**src/rtl/msmfc_pkg.sv**
```systemverilog
// ----------------------------------------------------------------------------
// msmfc_pkg
// shared types and constants of the music fade controller
// ----------------------------------------------------------------------------
package msmfc_pkg;

    localparam logic [15:0] FULL_SCALE  = 16'd32768;
    localparam logic [15:0] RATIO_FLOOR = 16'd3277;

    typedef enum logic [2:0] {
        MODE_OFF       = 3'd0,
        MODE_FADE_IN   = 3'd1,
        MODE_PLAY      = 3'd2,
        MODE_FADE_OUT  = 3'd3,
        MODE_FADE_LIMIT = 3'd4
    } mode_t;

    typedef enum logic [3:0] {
        OP_TICK       = 4'd0,
        OP_FADE_IN    = 4'd1,
        OP_FADE_OUT   = 4'd2,
        OP_FADE_LIMIT = 4'd3,
        OP_SET_VOLUME = 4'd4,
        OP_PLAY       = 4'd5,
        OP_FADE_ALL   = 4'd6,
        OP_MUTE       = 4'd7,
        OP_RESTORE    = 4'd8
    } opcode_t;

    localparam logic [1:0] ST_OK      = 2'd0;
    localparam logic [1:0] ST_NO_KEY  = 2'd1;
    localparam logic [1:0] ST_NO_SLOT = 2'd2;

    typedef struct packed {
        logic [3:0]  opcode;
        logic [31:0] name_key;
        logic [15:0] ramp_rate;
        logic [15:0] level;
    } in_word_t;

    typedef struct packed {
        logic [3:0]  slot_index;
        logic [2:0]  slot_mode;
        logic [15:0] slot_level;
        logic        stopped_now;
        logic [1:0]  status;
        logic        is_last;
    } out_word_t;

    // commands from controller to datapath
    typedef struct packed {
        logic load;       // latch the input word
        logic scan;       // search pass on the current slot
        logic apply;      // update pass on the current slot
        logic finish;     // global register update at end of apply
        logic [3:0] slot;
    } dp_cmd_t;

    typedef struct packed {
        logic [1:0] status;
    } dp_stat_t;

    function automatic logic [15:0] sat_q15(input logic [15:0] v);
        sat_q15 = (v > FULL_SCALE) ? FULL_SCALE : v;
    endfunction

    function automatic logic [15:0] pow_curve(input logic [5:0] i);
        case (i)
            6'd0:  pow_curve = 16'd3277;   6'd1:  pow_curve = 16'd3521;
            6'd2:  pow_curve = 16'd3784;   6'd3:  pow_curve = 16'd4066;
            6'd4:  pow_curve = 16'd4370;   6'd5:  pow_curve = 16'd4696;
            6'd6:  pow_curve = 16'd5046;   6'd7:  pow_curve = 16'd5423;
            6'd8:  pow_curve = 16'd5827;   6'd9:  pow_curve = 16'd6262;
            6'd10: pow_curve = 16'd6729;   6'd11: pow_curve = 16'd7231;
            6'd12: pow_curve = 16'd7771;   6'd13: pow_curve = 16'd8350;
            6'd14: pow_curve = 16'd8973;   6'd15: pow_curve = 16'd9643;
            6'd16: pow_curve = 16'd10362;  6'd17: pow_curve = 16'd11135;
            6'd18: pow_curve = 16'd11966;  6'd19: pow_curve = 16'd12859;
            6'd20: pow_curve = 16'd13818;  6'd21: pow_curve = 16'd14849;
            6'd22: pow_curve = 16'd15957;  6'd23: pow_curve = 16'd17147;
            6'd24: pow_curve = 16'd18427;  6'd25: pow_curve = 16'd19802;
            6'd26: pow_curve = 16'd21279;  6'd27: pow_curve = 16'd22867;
            6'd28: pow_curve = 16'd24573;  6'd29: pow_curve = 16'd26406;
            6'd30: pow_curve = 16'd28376;  6'd31: pow_curve = 16'd30493;
            default: pow_curve = 16'd32768;
        endcase
    endfunction

endpackage

```
**src/rtl/msmfc_ctrl.sv**
```systemverilog
// ----------------------------------------------------------------------------
// msmfc_ctrl
// sequencer: load, search pass, apply pass, then one output word per slot
// ----------------------------------------------------------------------------
module msmfc_ctrl #(
    parameter int SLOTS = 4
) (
    input  logic              clk,
    input  logic              rst_n,
    input  logic              in_valid,
    output logic              in_stall,
    input  logic              out_valid_q,
    input  logic              out_stall,
    output msmfc_pkg::dp_cmd_t cmd,
    output logic              emit
);
    import msmfc_pkg::*;

    localparam int SW = (SLOTS > 1) ? $clog2(SLOTS) : 1;
    localparam logic [SW-1:0] LAST = SW'(SLOTS - 1);

    typedef enum logic [1:0] { S_IDLE, S_SCAN, S_APPLY, S_EMIT } state_t;

    state_t        state_reg;
    logic [SW-1:0] slot_reg;

    logic out_free;
    assign out_free = !out_valid_q || !out_stall;
    assign in_stall = (state_reg != S_IDLE);

    always_comb
    begin
        cmd        = '0;
        cmd.slot   = 4'(slot_reg);
        cmd.load   = (state_reg == S_IDLE) && in_valid;
        cmd.scan   = (state_reg == S_SCAN);
        cmd.apply  = (state_reg == S_APPLY);
        cmd.finish = (state_reg == S_APPLY) && (slot_reg == LAST);
        emit       = (state_reg == S_EMIT) && out_free;
    end

    always_ff @(posedge clk or negedge rst_n)
    begin
        if (!rst_n)
        begin
            state_reg <= S_IDLE;
            slot_reg  <= '0;
        end
        else
        begin
            case (state_reg)
                S_IDLE:
                begin
                    slot_reg <= '0;
                    if (in_valid)
                        state_reg <= S_SCAN;
                end
                S_SCAN:
                begin
                    if (slot_reg == LAST)
                    begin
                        slot_reg  <= '0;
                        state_reg <= S_APPLY;
                    end
                    else
                        slot_reg <= slot_reg + 1'b1;
                end
                S_APPLY:
                begin
                    if (slot_reg == LAST)
                    begin
                        slot_reg  <= '0;
                        state_reg <= S_EMIT;
                    end
                    else
                        slot_reg <= slot_reg + 1'b1;
                end
                S_EMIT:
                begin
                    if (out_free)
                    begin
                        if (slot_reg == LAST)
                            state_reg <= S_IDLE;
                        else
                            slot_reg <= slot_reg + 1'b1;
                    end
                end
                default: state_reg <= S_IDLE;
            endcase
        end
    end
endmodule

```
**src/rtl/msmfc_dp.sv**
```systemverilog
// ----------------------------------------------------------------------------
// msmfc_dp
// slot tables, key search, per-slot update and output register
// ----------------------------------------------------------------------------
module msmfc_dp #(
    parameter int SLOTS = 4
) (
    input  logic                 clk,
    input  logic                 rst_n,
    input  logic                 cfg_we,
    input  logic [15:0]          cfg_data,
    input  msmfc_pkg::in_word_t  in_word,
    input  msmfc_pkg::dp_cmd_t   cmd,
    input  logic                 emit,
    input  logic                 out_stall,
    output logic                 out_valid_q,
    output msmfc_pkg::out_word_t out_word
);
    import msmfc_pkg::*;

    localparam int SW = (SLOTS > 1) ? $clog2(SLOTS) : 1;

    logic [2:0]  mode_reg  [SLOTS];
    logic [15:0] level_reg [SLOTS];
    logic [15:0] rate_reg  [SLOTS];
    logic [15:0] limit_reg [SLOTS];
    logic [31:0] key_reg   [SLOTS];
    logic [SLOTS-1:0] stop_reg;

    logic [15:0] fade_all_reg, master_reg, saved_reg;
    logic        muted_reg;

    logic [3:0]  op_reg;
    logic [31:0] key_in_reg;
    logic [15:0] rate_in_reg, lvl_in_reg;

    logic        found_reg, free_found_reg;
    logic [SW-1:0] found_slot_reg, free_slot_reg;
    logic [15:0] limit_new_reg;

    logic [SW-1:0] cur;
    assign cur = cmd.slot[SW-1:0];

    // status follows from the search result
    logic [1:0] status;
    always_comb
    begin
        status = ST_OK;
        if ((op_reg == OP_FADE_OUT || op_reg == OP_FADE_LIMIT) && !found_reg)
            status = ST_NO_KEY;
        if (op_reg == OP_FADE_IN && !found_reg && !free_found_reg)
            status = ST_NO_SLOT;
    end

    // master value applied by set volume style opcodes
    logic        do_master;
    logic [15:0] master_v;
    always_comb
    begin
        do_master = 1'b0;
        master_v  = lvl_in_reg;
        case (op_reg)
            OP_SET_VOLUME: do_master = !muted_reg;
            OP_MUTE:
            begin
                do_master = !muted_reg;
                master_v  = '0;
            end
            OP_RESTORE:
            begin
                do_master = 1'b1;
                master_v  = saved_reg;
            end
            default: do_master = 1'b0;
        endcase
    end

    // limit curve interpolation, computed in the first search cycle
    logic [15:0] c_lo, c_hi;
    logic [25:0] c_prod;
    logic [15:0] limit_calc;
    always_comb
    begin
        c_lo   = pow_curve({1'b0, lvl_in_reg[14:10]});
        c_hi   = pow_curve({1'b0, lvl_in_reg[14:10]} + 6'd1);
        c_prod = (c_hi - c_lo) * lvl_in_reg[9:0] + 26'd512;
        if (lvl_in_reg < RATIO_FLOOR)
            limit_calc = lvl_in_reg;
        else if (lvl_in_reg[15])
            limit_calc = FULL_SCALE;
        else
            limit_calc = c_lo + c_prod[25:10];
    end

    // per-slot next value in the apply pass
    logic [2:0]  m, m_n;
    logic [15:0] l_n, r_n, lim_n;
    logic [31:0] k_n;
    logic        stop_n;
    logic [16:0] sum;
    logic signed [17:0] diff;
    always_comb
    begin
        m      = mode_reg[cur];
        m_n    = m;
        l_n    = level_reg[cur];
        r_n    = rate_reg[cur];
        lim_n  = limit_reg[cur];
        k_n    = key_reg[cur];
        stop_n = 1'b0;
        sum    = {1'b0, level_reg[cur]} + {1'b0, rate_reg[cur]};
        diff   = $signed({2'b00, level_reg[cur]}) - $signed({2'b00, rate_reg[cur]});
        case (op_reg)
            OP_TICK:
            begin
                if (m == MODE_FADE_IN)
                begin
                    if (sum >= {1'b0, master_reg})
                    begin
                        l_n = master_reg; r_n = '0; m_n = MODE_PLAY;
                    end
                    else
                        l_n = sum[15:0];
                end
                else if (m == MODE_FADE_LIMIT)
                begin
                    if (diff <= $signed({2'b00, limit_reg[cur]}))
                    begin
                        l_n = limit_reg[cur]; r_n = '0; m_n = MODE_PLAY;
                    end
                    else
                        l_n = diff[15:0];
                end
                else if (m == MODE_FADE_OUT)
                begin
                    if (diff <= 18'sd0)
                    begin
                        l_n = '0; r_n = '0; m_n = MODE_OFF; k_n = '0; stop_n = 1'b1;
                    end
                    else
                        l_n = diff[15:0];
                end
            end
            OP_FADE_IN:
            begin
                if (found_reg)
                begin
                    if (found_slot_reg == cur)
                    begin
                        m_n = MODE_FADE_IN; r_n = rate_in_reg;
                    end
                end
                else if (m != MODE_OFF)
                begin
                    m_n = MODE_FADE_OUT; r_n = fade_all_reg;
                end
                else if (free_found_reg && free_slot_reg == cur)
                begin
                    l_n = '0; r_n = rate_in_reg; m_n = MODE_FADE_IN; k_n = key_in_reg;
                end
            end
            OP_FADE_OUT:
                if (found_reg && found_slot_reg == cur)
                begin
                    m_n = MODE_FADE_OUT; r_n = rate_in_reg;
                end
            OP_FADE_LIMIT:
                if (found_reg && found_slot_reg == cur)
                begin
                    m_n = MODE_FADE_LIMIT; r_n = rate_in_reg; lim_n = limit_new_reg;
                end
            OP_PLAY:
                if (cur == '0)
                begin
                    l_n = master_reg; r_n = '0; m_n = MODE_FADE_IN; k_n = key_in_reg;
                end
            OP_FADE_ALL:
                if (m != MODE_OFF)
                begin
                    m_n = MODE_FADE_OUT; r_n = fade_all_reg;
                end
            default:
                if (do_master && m != MODE_OFF && m != MODE_FADE_OUT)
                    l_n = master_v;
        endcase
    end

    always_ff @(posedge clk or negedge rst_n)
    begin
        if (!rst_n)
        begin
            for (int i = 0; i < SLOTS; i++)
            begin
                mode_reg[i]  <= MODE_OFF;
                level_reg[i] <= '0;
                rate_reg[i]  <= '0;
                limit_reg[i] <= '0;
                key_reg[i]   <= '0;
            end
            stop_reg       <= '0;
            fade_all_reg   <= 16'd328;
            master_reg     <= FULL_SCALE;
            saved_reg      <= '0;
            muted_reg      <= 1'b0;
            found_reg      <= 1'b0;
            free_found_reg <= 1'b0;
            out_valid_q    <= 1'b0;
        end
        else
        begin
            if (cfg_we)
                fade_all_reg <= sat_q15(cfg_data);
            if (cmd.load)
            begin
                op_reg         <= in_word.opcode;
                key_in_reg     <= in_word.name_key;
                rate_in_reg    <= sat_q15(in_word.ramp_rate);
                lvl_in_reg     <= sat_q15(in_word.level);
                found_reg      <= 1'b0;
                free_found_reg <= 1'b0;
                stop_reg       <= '0;
            end
            if (cmd.scan)
            begin
                if (cur == '0)
                    limit_new_reg <= limit_calc;
                if (!found_reg && mode_reg[cur] != MODE_OFF && key_reg[cur] == key_in_reg)
                begin
                    found_reg      <= 1'b1;
                    found_slot_reg <= cur;
                end
                if (!free_found_reg && mode_reg[cur] == MODE_OFF)
                begin
                    free_found_reg <= 1'b1;
                    free_slot_reg  <= cur;
                end
            end
            if (cmd.apply)
            begin
                mode_reg[cur]  <= m_n;
                level_reg[cur] <= l_n;
                rate_reg[cur]  <= r_n;
                limit_reg[cur] <= lim_n;
                key_reg[cur]   <= k_n;
                stop_reg[cur]  <= stop_n;
            end
            if (cmd.finish)
            begin
                if (op_reg == OP_SET_VOLUME || op_reg == OP_RESTORE ||
                    (op_reg == OP_MUTE && !muted_reg))
                begin
                    if (do_master)
                        master_reg <= master_v;
                    if (op_reg == OP_MUTE)
                        saved_reg <= master_reg;
                    else
                        saved_reg <= master_v;
                end
                if (op_reg == OP_MUTE)
                    muted_reg <= 1'b1;
                if (op_reg == OP_RESTORE)
                    muted_reg <= 1'b0;
            end
            if (emit)
                out_valid_q <= 1'b1;
            else if (!out_stall)
                out_valid_q <= 1'b0;
        end
    end

    always_ff @(posedge clk)
    begin
        if (emit)
        begin
            out_word.slot_index  <= cmd.slot;
            out_word.slot_mode   <= mode_reg[cur];
            out_word.slot_level  <= level_reg[cur];
            out_word.stopped_now <= stop_reg[cur];
            out_word.status      <= status;
            out_word.is_last     <= (cur == SW'(SLOTS - 1));
        end
    end
endmodule

```
**src/rtl/multi_slot_music_fade_controller.sv**
```systemverilog
// ----------------------------------------------------------------------------
// multi_slot_music_fade_controller
// music slot fade controller: one command word in, SLOTS status words out
// ----------------------------------------------------------------------------
// status words follow the command word, one a cycle unless out_stall holds them
// one command in flight; a new word is taken once the last status word is registered
// reset: all slots off, levels zero, master at full scale, fade-all rate 328
module multi_slot_music_fade_controller #(
    parameter int SLOTS = 4
) (
    input  logic                 clk,
    input  logic                 rst_n,
    input  logic                 cfg_we,
    input  logic [15:0]          cfg_data,
    input  logic                 in_valid,
    output logic                 in_stall,
    input  msmfc_pkg::in_word_t  in_data,
    output logic                 out_valid,
    input  logic                 out_stall,
    output msmfc_pkg::out_word_t out_data
);
    import msmfc_pkg::*;

    dp_cmd_t cmd;
    logic    emit;

    msmfc_ctrl #(.SLOTS(SLOTS)) u_ctrl (
        .clk        (clk),
        .rst_n      (rst_n),
        .in_valid   (in_valid),
        .in_stall   (in_stall),
        .out_valid_q(out_valid),
        .out_stall  (out_stall),
        .cmd        (cmd),
        .emit       (emit)
    );

    msmfc_dp #(.SLOTS(SLOTS)) u_dp (
        .clk        (clk),
        .rst_n      (rst_n),
        .cfg_we     (cfg_we),
        .cfg_data   (cfg_data),
        .in_word    (in_data),
        .cmd        (cmd),
        .emit       (emit),
        .out_stall  (out_stall),
        .out_valid_q(out_valid),
        .out_word   (out_data)
    );
endmodule
```
**config.mk**
```make
export PLATFORM = sky130hd
export DESIGN_NAME = multi_slot_music_fade_controller
export DESIGN_NICKNAME = d
export VERILOG_FILES = /design/src/rtl/msmfc_pkg.sv /design/src/rtl/msmfc_ctrl.sv /design/src/rtl/msmfc_dp.sv /design/src/rtl/multi_slot_music_fade_controller.sv
export SDC_FILE = /design/constraint.sdc
export NUM_CORES = 2
export LEC_CHECK = 0
export ABC_CLOCK_PERIOD_IN_PS = 12750
export BUFFER_PORTS_ARGS = -buffer_cell sky130_fd_sc_hd__buf_2
export CAP_MARGIN = 30
export CORE_MARGIN = 4
export CORE_UTILIZATION = 64
export CTS_CLUSTER_DIAMETER = 200
export DETAILED_ROUTE_END_ITERATION = 7
export PLACE_DENSITY = 0.81
export SLEW_MARGIN = 0
export SYNTH_ARGS = -nofsm -noshare
export SYNTH_HDL_FRONTEND = slang
export SYNTH_SLANG_ARGS = --single-unit
```
**constraint.sdc**
```tcl
create_clock -name clk -period 12.75 [get_ports clk]
set_input_delay 0.6375 -clock clk [delete_from_list [all_inputs] [get_ports clk]]
set_output_delay 0.6375 -clock clk [all_outputs]
set_load 0.01 [all_outputs]
```
==> metrics.txt <==
Clk pin slew, worst setup/hold paths 0.06 ns; simple-gate share of the synthesized area 15.0%; top_reg_cell synth dfrtp_1; top cells by area, synth dfrtp_1 27%, edfxtp_1 9.5%, fa_1 8.1%; setup_tns 0 ns; All-Layer GR Usage 34.1%; Final Skew 0.0689 ns; total CTS buffers 54; Startpoint Class flop; Seq/Total Area, Yosys 37.6%; Congestion Overflow GR 0; TritonCTS Sinks 520; initial antenna violation count 2; TritonCTS clock tree built; Distinct cells, synth between 80 and 90; post-synthesis mux area share 7.07%; area leader, netlist dfrtp_1; fin crit share 92.7%; ys async rst share 75.4%; clock root cell clkbuf_16; DP HPWL 71800 µm; vias per cell 6.44; routability cong. 1.08; post-synth top area share a little over a quarter; placed instance count 4519; Core Box Area 55300 µm²; starting density of the core 64.9%; DR iter-0 viols 3503; Max-slew headroom 17.8%; post-CTS sizing 0; Fin. Hold Viols 0; Chip Width ~240 µm; vias in the first global route 29300; Tmin final between 10 and 15 ns; crit path kind flop to flop; Setup crit end kind flop; Routed WL 102000 µm; Post-Synthesis Cells 3821; die area approximately 60000 µm²; Area after DPL 37100 µm²; Slew Limit Fails 0; vias post-DR 29800; Cell Count, Final, Fillers Out 4625; CTS Buffer Depth 3; final instance area 38800 µm²; Final setup violation count 0; count of input and output buffers 115; Skew-Pair Late Insertion Delay 0.64 ns; Hold Path Class primary input to asynchronous set/reset pin; max-cap violation count 0; number of flops mapped to enable cells by yosys approximately 110; # hold bufs at CTS 0; worst setup path start u_dp.lvl_in_reg[10]; most common cell in the netlist nand2_1; crit path to u_dp.limit_new_reg[15]; Synth Area in Compound Gates 17.5%; FF-to-FF setup slack 0.94 ns; Crit-path slowest cell ha_1; largest net degree at the start of global routing between 100 and 150; CP required around 13 ns; first-pass GRT wire length 162000 µm; drt pass-1 iters 8; unrepaired setup endpoints after global routing no; IO Count 118; num rows 86; Nets 4245; Post-Synth Adder-Cell Area 14.4%; worst r2r src u_dp.lvl_in_reg[10]; maximum fanout along the worst path 31; yosys warns 0; H-tree levels 2; Fmax 84.6 MHz; DRC Markers 0; Die Y-Extent 245 µm; fraction of synthesized cell area in xor and xnor cells 2.77%; outcome finished clean; reg2reg path depth 44; flops & latches, synth 520; FF-to-FF End u_dp.limit_new_reg[15]; Largest stage delay, worst path between 0.8 and 0.9 ns; Worst Path Arrival 12.14 ns; area of the mapped netlist 35900 µm²; Avg Inst Size Synth 9.39 µm²; Avg WL per Cell 22.1 µm; Post-synth top cells 524 x nand2_1, 388 x dfrtp_1, 282 x inv_1, 282 x o21ai_0, 247 x nor2_1; Post-CTS Setup Bufs 0; filler cell count in the final layout 4242; P&R area growth vs syn 8.20%; Tightest Pin Transition 1.23 ns; number of flip-flops in the largest register between 100 and 150; largest family of logic cells by synthesized area compound AO/OA/AOI/OAI gates; ANT nets after route 0; share of layout cells above drive strength 1 around 11%
## per-stage QoR
stage	hold WS, ns	utilization (%)	setup WS (ns)
6_report	0.0419	70.2	0.935
5_1_grt	0.0752	70.2	0.131
4_1_cts	0.0599	70.1	1.09
3_5_place_dp	0.468	67.0	1.18
3_3_place_gp	0.457	67.0	1.44
2_1_floorplan	0.342	-	2.16
## how the worst min path moves through the flow
stage                                   from            endpoint  slack (ns)  cells after the start
after floorplan                        rst_n  u_ctrl.slot_reg[0]        0.34                      0
after global placement    u_dp.level_reg[21]  u_dp.level_reg[21]        0.46                      2
after detailed placement     u_dp.key_reg[0]     u_dp.key_reg[0]        0.47                      2
after CTS                              rst_n    u_dp.key_reg[77]        0.06                      1
after global routing                   rst_n    u_dp.key_reg[77]        0.08                      1
final                                  rst_n    u_dp.key_reg[77]        0.04                      1
## cells by family (layout without fill, tap and decap cells)
logic type / count (synthesis) / after routing
buffers and inverters: 514 / 568
other: 1 / 3
XOR/XNOR: 112 / 112
AND/OR/NAND/NOR: 1181 / 1181
flip-flops: 520 / 520
AO/OA/AOI/OAI: 1016 / 1016
multiplexers: 151 / 151
adder cells (fa/ha/maj): 326 / 326
## layer usage
metal  routed length, µm  vias to the layer above  GRT usage [%]
li1                    -                    13400              -
met3               10200                      276           7.54
met1               41100                    14600           47.8
met2               47000                     1506           52.7
met5                  15                        -              0
met4                4050                        2           12.8
## final cells by class
class / instances / area [µm²] / share of cell area (%)
Multi-Input combinational cell: 2788 / 20400 / 52.7
Sequential cell: 520 / 13500 / 34.8
Clock buffer: 65 / 1400 / 3.61
Timing Repair Buffer: 182 / 1160 / 2.98
Inverter: 284 / 1070 / 2.75
Tap cell: 748 / 936 / 2.41
Clock inverter: 37 / 305 / 0.786
Antenna cell: 1 / 2.50 / 0.00644
## worst max-delay path: cells and delay by family, from the launching register on
| family | cells | cell delay (ns) |
|---|---|---|
| fa+ha+maj | 10 | 4.76 |
| flops | 1 | 0.67 |
| simple gates | 5 | 0.59 |
| xor+xnor | 3 | 0.85 |
| buf+inv | 5 | 0.41 |
| compound gates | 21 | 4.19 |
## placed cells by master (no fill, tap or decap), types with 55 or more instances in the layout
| cell | instances |
|---|---|
| mux4_2 | 80 |
| fa_1 | 145 |
| nor3_1 | 59 |
| buf_4 | 62 |
| a21oi_1 | 187 |
| inv_1 | 281 |
| o21ai_0 | 282 |
| dfrtp_1 | 386 |
| ha_1 | 181 |
| nor2_1 | 247 |
| nor2b_1 | 94 |
| o21ai_1 | 126 |
| o22ai_1 | 55 |
| xnor2_1 | 92 |
| nand2_1 | 520 |
| buf_2 | 114 |
| and2_1 | 69 |
| edfxtp_1 | 113 |
Power is not shown: default switching activity piles up to over one toggle a cycle in this logic, so the estimate is an artifact.
